File: config.mk
export PLATFORM = sky130hd
export DESIGN_NAME = mi2sd_sync_core
export DESIGN_NICKNAME = d
export VERILOG_FILES = /design/src/design/mi2sd_pkg.sv /design/src/design/mi2sd_sync_core.sv
export SDC_FILE = /design/constraint.sdc
export NUM_CORES = 1
export LEC_CHECK = 0
export BUFFER_PORTS_ARGS = -buffer_cell sky130_fd_sc_hd__buf_2
export CORE_MARGIN = 1.5
export CORE_UTILIZATION = 54
export DETAILED_ROUTE_END_ITERATION = 8
export PLACE_DENSITY_LB_ADDON = 0.1
export SETUP_SLACK_MARGIN = 0.5
export SYNTH_ARGS = -nofsm -noshare
export SYNTH_HDL_FRONTEND = slang
export SYNTH_SLANG_ARGS = --single-unit
File: constraint.sdc
create_clock -name clock -period 3 [get_ports clock]
set_clock_uncertainty 0.15 [all_clocks]
set_input_delay 0.15 -clock clock [delete_from_list [all_inputs] [get_ports clock]]
set_output_delay 0.15 -clock clock [all_outputs]
set_load 0.005 [all_outputs]
File: src/design/mi2sd_pkg.sv
// ---------------------------------------------------------------------------
// mi2sd_pkg
// Shared types and constants of the multichannel I2S frame deserializer.
// ---------------------------------------------------------------------------
package mi2sd_pkg;

   localparam int MAX_CHANNELS = 6;
   localparam int SYNC_TIMEOUT = 256;
   localparam int RUN_LEN      = 32;
   localparam int FRAME_LEN    = 2 * RUN_LEN;

   localparam int BYTE_W  = 8;
   localparam int WORD_W  = 32;
   localparam int CHAN_W  = 3;
   localparam int CLK_POS = 7;
   localparam int PPS_POS = 6;
   localparam int POS_W   = $clog2(FRAME_LEN);
   localparam int CNT_W   =
      $clog2(((SYNC_TIMEOUT > RUN_LEN) ? SYNC_TIMEOUT : RUN_LEN) + 1);

   typedef enum logic [1:0] {
      STATUS_SAMPLE   = 2'd0,
      STATUS_TIMEOUT  = 2'd1,
      STATUS_MISMATCH = 2'd2
   } status_type;

   typedef logic [MAX_CHANNELS-1:0][WORD_W-1:0] word_bank_type;

   // Event from the sync core: whether the byte on the input causes results
   typedef struct packed {
      logic       emit;
      status_type status;
      logic       pps_edge;
   } event_type;

endpackage

File: src/design/mi2sd_sync_core.sv
// ---------------------------------------------------------------------------
// mi2sd_sync_core
// Word clock sync search, frame position tracking and per-line shifting.
// ---------------------------------------------------------------------------
module mi2sd_sync_core import mi2sd_pkg::*; (
   input  logic              clock,
   input  logic              reset,
   input  logic              accept,
   input  logic [BYTE_W-1:0] port_byte,
   output event_type         ev,
   output word_bank_type     first_next,
   output word_bank_type     second_next
);

   typedef enum logic [2:0] {
      PH_WAIT_LOW  = 3'd0,
      PH_WAIT_HIGH = 3'd1,
      PH_HIGH1     = 3'd2,
      PH_LOW       = 3'd3,
      PH_HIGH2     = 3'd4,
      PH_SYNC      = 3'd5
   } phase_type;

   phase_type        phase_ff, phase_in;
   logic [CNT_W-1:0] count_ff, count_in;
   logic [POS_W-1:0] pos_ff, pos_in;
   word_bank_type    first_ff, second_ff;
   logic             level_ff, level_in;
   logic             seen_ff, seen_in;

   logic             clk_bit;
   logic             pps_bit;
   logic             second_half;
   logic             want;
   logic             seen_now;
   logic [CNT_W-1:0] need;
   logic [CNT_W-1:0] count_inc;

   assign clk_bit     = port_byte[CLK_POS];
   assign pps_bit     = port_byte[PPS_POS];
   assign second_half = pos_ff[POS_W-1];
   assign count_inc   = count_ff + CNT_W'(1);
   assign want        = (phase_ff != PH_LOW);
   assign need        = (phase_ff == PH_HIGH1) ? CNT_W'(RUN_LEN - 1) : CNT_W'(RUN_LEN);
   assign seen_now    = seen_ff | (pps_bit & ~level_ff);

   always_comb begin
      phase_in    = phase_ff;
      count_in    = count_ff;
      pos_in      = pos_ff;
      level_in    = level_ff;
      seen_in     = seen_ff;
      first_next  = first_ff;
      second_next = second_ff;
      ev.emit     = 1'b0;
      ev.status   = STATUS_SAMPLE;
      ev.pps_edge = 1'b0;
      unique case (phase_ff)
         PH_WAIT_HIGH: begin
            if (count_ff >= CNT_W'(SYNC_TIMEOUT)) begin
               ev.emit   = 1'b1;
               ev.status = STATUS_TIMEOUT;
               phase_in  = PH_WAIT_LOW;
               count_in  = '0;
               pos_in    = '0;
            end else if (clk_bit) begin
               phase_in = PH_HIGH1;
               count_in = '0;
            end else begin
               count_in = count_inc;
            end
         end
         PH_HIGH1, PH_LOW, PH_HIGH2: begin
            if (clk_bit != want) begin
               phase_in = PH_WAIT_LOW;
               count_in = '0;
               pos_in   = '0;
            end else if (count_inc >= need) begin
               count_in = '0;
               unique case (phase_ff)
                  PH_HIGH1: phase_in = PH_LOW;
                  PH_LOW:   phase_in = PH_HIGH2;
                  default: begin
                     phase_in = PH_SYNC;
                     pos_in   = '0;
                     level_in = 1'b0;
                     seen_in  = 1'b0;
                  end
               endcase
            end else begin
               count_in = count_inc;
            end
         end
         PH_SYNC: begin
            if (clk_bit != second_half) begin
               ev.emit   = 1'b1;
               ev.status = STATUS_MISMATCH;
               phase_in  = PH_WAIT_LOW;
               count_in  = '0;
               pos_in    = '0;
            end else begin
               level_in = pps_bit;
               seen_in  = seen_now;
               for (int ch = 0; ch < MAX_CHANNELS; ch++) begin
                  if (second_half) begin
                     second_next[ch] = {second_ff[ch][WORD_W-2:0], port_byte[ch]};
                  end else begin
                     first_next[ch] = {first_ff[ch][WORD_W-2:0], port_byte[ch]};
                  end
               end
               if (pos_ff == POS_W'(FRAME_LEN - 1)) begin
                  ev.emit     = 1'b1;
                  ev.pps_edge = seen_now;
                  pos_in      = '0;
                  seen_in     = 1'b0;
               end else begin
                  pos_in = pos_ff + POS_W'(1);
               end
            end
         end
         default: begin
            // wait for low clock; unknown codes behave the same
            if (count_ff >= CNT_W'(SYNC_TIMEOUT)) begin
               ev.emit   = 1'b1;
               ev.status = STATUS_TIMEOUT;
               phase_in  = PH_WAIT_LOW;
               count_in  = '0;
               pos_in    = '0;
            end else if (!clk_bit) begin
               phase_in = PH_WAIT_HIGH;
               count_in = '0;
            end else begin
               phase_in = PH_WAIT_LOW;
               count_in = count_inc;
            end
         end
      endcase
   end

   always_ff @(posedge clock) begin
      if (reset) begin
         phase_ff <= PH_WAIT_LOW;
         count_ff <= '0;
         pos_ff   <= '0;
         level_ff <= 1'b0;
         seen_ff  <= 1'b0;
      end else if (accept) begin
         phase_ff <= phase_in;
         count_ff <= count_in;
         pos_ff   <= pos_in;
         level_ff <= level_in;
         seen_ff  <= seen_in;
      end
   end

   // every word is fully rewritten within a frame before it is read
   always_ff @(posedge clock) begin
      if (accept) begin
         first_ff  <= first_next;
         second_ff <= second_next;
      end
   end

endmodule

==> out/results.tsv <==
metric	value	unit
TritonCTS buffer count	43	
Clock Sink Count	404	
RSZ-0062 raised after global routing	true	
outcome	finished clean	
pre-CTS setup slack	0.370	ns
hold_ws	0.325	ns
Core Area	31800	um2
leading cell type in the layout, fill and taps excluded	edfxtp_1	
Slew headroom	0.508	
GPL Wtd Cong	0.831	
clock-pin slew on the worst setup and hold paths	0.06	ns
cell total after placement	1801	
Rows	65	
DIE HEIGHT	184	um
crit end category	primary output	
initial antenna violation count	0	
Post-Layout Cell Count	1979	
setup violators final	0	
crit path DAT	2.38	ns
CP Data Required Time	2.70	ns
syn_area_per_cell	17.5	um2
Cells after Synth	1008	
Cell Area, Synth	17600	um2
fraction of layout cells with a size suffix above 1	0.641	
Main synth FF type	edfxtp_1	
CP startpoint kind	flip-flop	
Net Count, Synth	1028	
total power	12.8	mW
vias after detailed routing	10854	
post-synthesis async set-or-reset flop share	0	
clock tree buffer depth	3	
most frequent cells in the layout	384 x edfxtp_1, 352 x mux2_2, 319 x buf_2	
pwr/cell area	540	nW/um2
FF+latch count, synth	404	
top cell family by delay on the critical path	buffers and inverters	
Starting Density	0.554	
full die area	33700	um2
drt via density	5.48	
fin crit period	2.68	ns
grt peak-use layer	met2	
first-pass GRT wire length	60400	um
post-detailed-routing wire length	44700	um
DR iter-0 viols	668	
Yosys cell types	54	
met3 usage	0.0923	
Remaining DRCs	0	
met2 usage	0.378	
max-slew violations	0	
Worst IR Drop VDD	0.439	mV
Post-synth EDFFs	384	
post-route cell area	23800	um2
vias in the first global route	10673	
crit path cell chain	buf_6, and3b_2, nand3_4, buf_12, buf_12, clkbuf_16, mux2_2, buf_2	
Leakage	9.55	nW
DP HPWL	26000	um
I/O pins	399	
Setup TNS	0	ns
CP max-delay cell	dfxtp_2	
Die Wd	184	um
clock tree root buffer cell	clkbuf_16	
Hold Fails Final Rpt	0	
drt wl/cell	22.6	um
YS warnings	0	
post-synthesis to final-layout area growth	35.1	%
grt ovf	0	
nets@finish	1530	
Final Cycle Share	0.892	
H-tree depth	2	
register area share after synthesis	0.677	
Layout fillers	1964	
kind of critical path	flip-flop to primary output	
CTS tree	yes	
IO buf count	398	
worst-path maximum fanout	8	
pin count of the biggest net entering global routing	143	
ANT cells	0	
Final ANT Viol Nets	0	
Core Util, Final	0.748	
final worst slack	0.324	ns
worst path buffer plus inverter count	5	
# Max-Cap Violations	0	
worst min-delay path class	primary input to flip-flop	
clk_lat worst skew	0.53	ns
FMAX	0.374	GHz
Slew @ Worst Pin	0.739	ns
CP most frequent cell	buf_12	
Critical Path Max Stage Delay	0.33	ns
Placed Instance Area	20200	um2
GR Util met1	0.284	
Pre-Repair DR Iteration Count	5	
Tot GR Track Use	0.234	
-- routing by layer --
metal | routed length (um) | vias to the layer above
met4 | 1580 | 0
li1 | - | 4964
met1 | 17300 | 5385
met5 | 0 | -
met3 | 4520 | 84
met2 | 21300 | 421
-- state kept, by name, indices dropped and copies added (netlist names) --
name / cells
count_ff: 9
first_ff: 192
level_ff: 1
phase_ff: 3
pos_ff: 6
second_ff: 192
seen_ff: 1
-- power breakdown --
part / total [mW] / internal [mW] / leakage, nW / switching (mW)
logic: 1.02 / 0.513 / 4.95 / 0.510
registers: 6.66 / 6.52 / 3.92 / 0.145
clock network: 5.16 / 3.04 / 0.676 / 2.11
-- synthesized netlist by cell type (2+ instances only) --
cell      number  share of area
nand4_1        2        0.00071
nor3_1        10         0.0028
inv_1          7         0.0015
mux2_2       384           0.25
nand2b_1       5         0.0018
or3_1          2        0.00071
clkbuf_1      13         0.0028
xor2_1         6         0.0030
a21oi_1       10         0.0028
nor2b_1        2        0.00071
a21oi_2        2        0.00099
nand2_1       20         0.0043
a21o_1         2        0.00085
xnor2_1        5         0.0025
edfxtp_1     384           0.65
ha_1           9         0.0064
a32o_1         2         0.0011
nand3_1        9         0.0026
o21ai_0       10         0.0028
mux2i_1        2         0.0011
buf_2         37          0.011
buf_4          3         0.0013
nand4b_1       3         0.0015
nor4b_1        2        0.00099
and2_1         5         0.0018
o22ai_1        4         0.0014
and3_1         6         0.0021
a31o_2         2        0.00099
dfxtp_1       20          0.023
nor2_1        16         0.0034
-- area by class of cell --
| cell class | instances | area [um2] | share of cell area |
|---|---|---|---|
| timing repair buffer | 510 | 4230 | 0.178 |
| sequential | 404 | 12000 | 0.502 |
| clock buffer | 56 | 1190 | 0.0499 |
| tap | 435 | 544 | 0.0229 |
| inverter | 7 | 26.3 | 0.00110 |
| multi-input combinational | 544 | 5670 | 0.238 |
| clock inverter | 23 | 185 | 0.00778 |
-- worst reg2reg max path: stages, from the launching register on --
cell and delay [ns]:
dfxtp_4 0.37, ha_4 0.17, nand3_4 0.08, xnor2_2 0.15
ha_1 0.31, a21o_1 0.17, a21oi_2 0.14, o21ai_2 0.10
a211oi_4 0.31, buf_6 0.18, a21oi_4 0.07, a221oi_2 0.25
-- kinds of logic (layout without fill, tap and decap cells) --
family / after synthesis / count (layout) / share of synthesized area
adders and majority gates: 9 / 9 / 0.00639
and+or+nand+nor: 91 / 91 / 0.0284
DFF: 404 / 404 / 0.677
xor gates and xnor gates: 11 / 11 / 0.00547
buffers and inverters: 60 / 596 / 0.0161
AOI/OAI and AO/OA: 46 / 46 / 0.0190
muxes: 387 / 387 / 0.247
-- timing repair --
| item | in CTS | in global routing |
|---|---|---|
| hold endpoints to repair | 60 | 0 |
| resized for setup | 81 | 96 |
| pin swaps | 1 | 9 |
| cloned | 17 | 15 |
| endpoints found under the setup margin | 391 | 396 |
| buffers inserted | 23 | 34 |
| hold buffers | 10 | 0 |
-- final timing paths --
check,start,endpoint,slack (ns),depth (start not counted)
worst max register to register,count_ff[0],seen_ff,0.48,11
worst min-delay path,port_byte[6],level_ff,0.33,4
worst max-delay path,phase_ff[1],second_next[191],0.32,8
worst min register to register,pos_ff[1],pos_ff[1],0.33,2
Note: power is estimated with default switching activity, not from simulation.
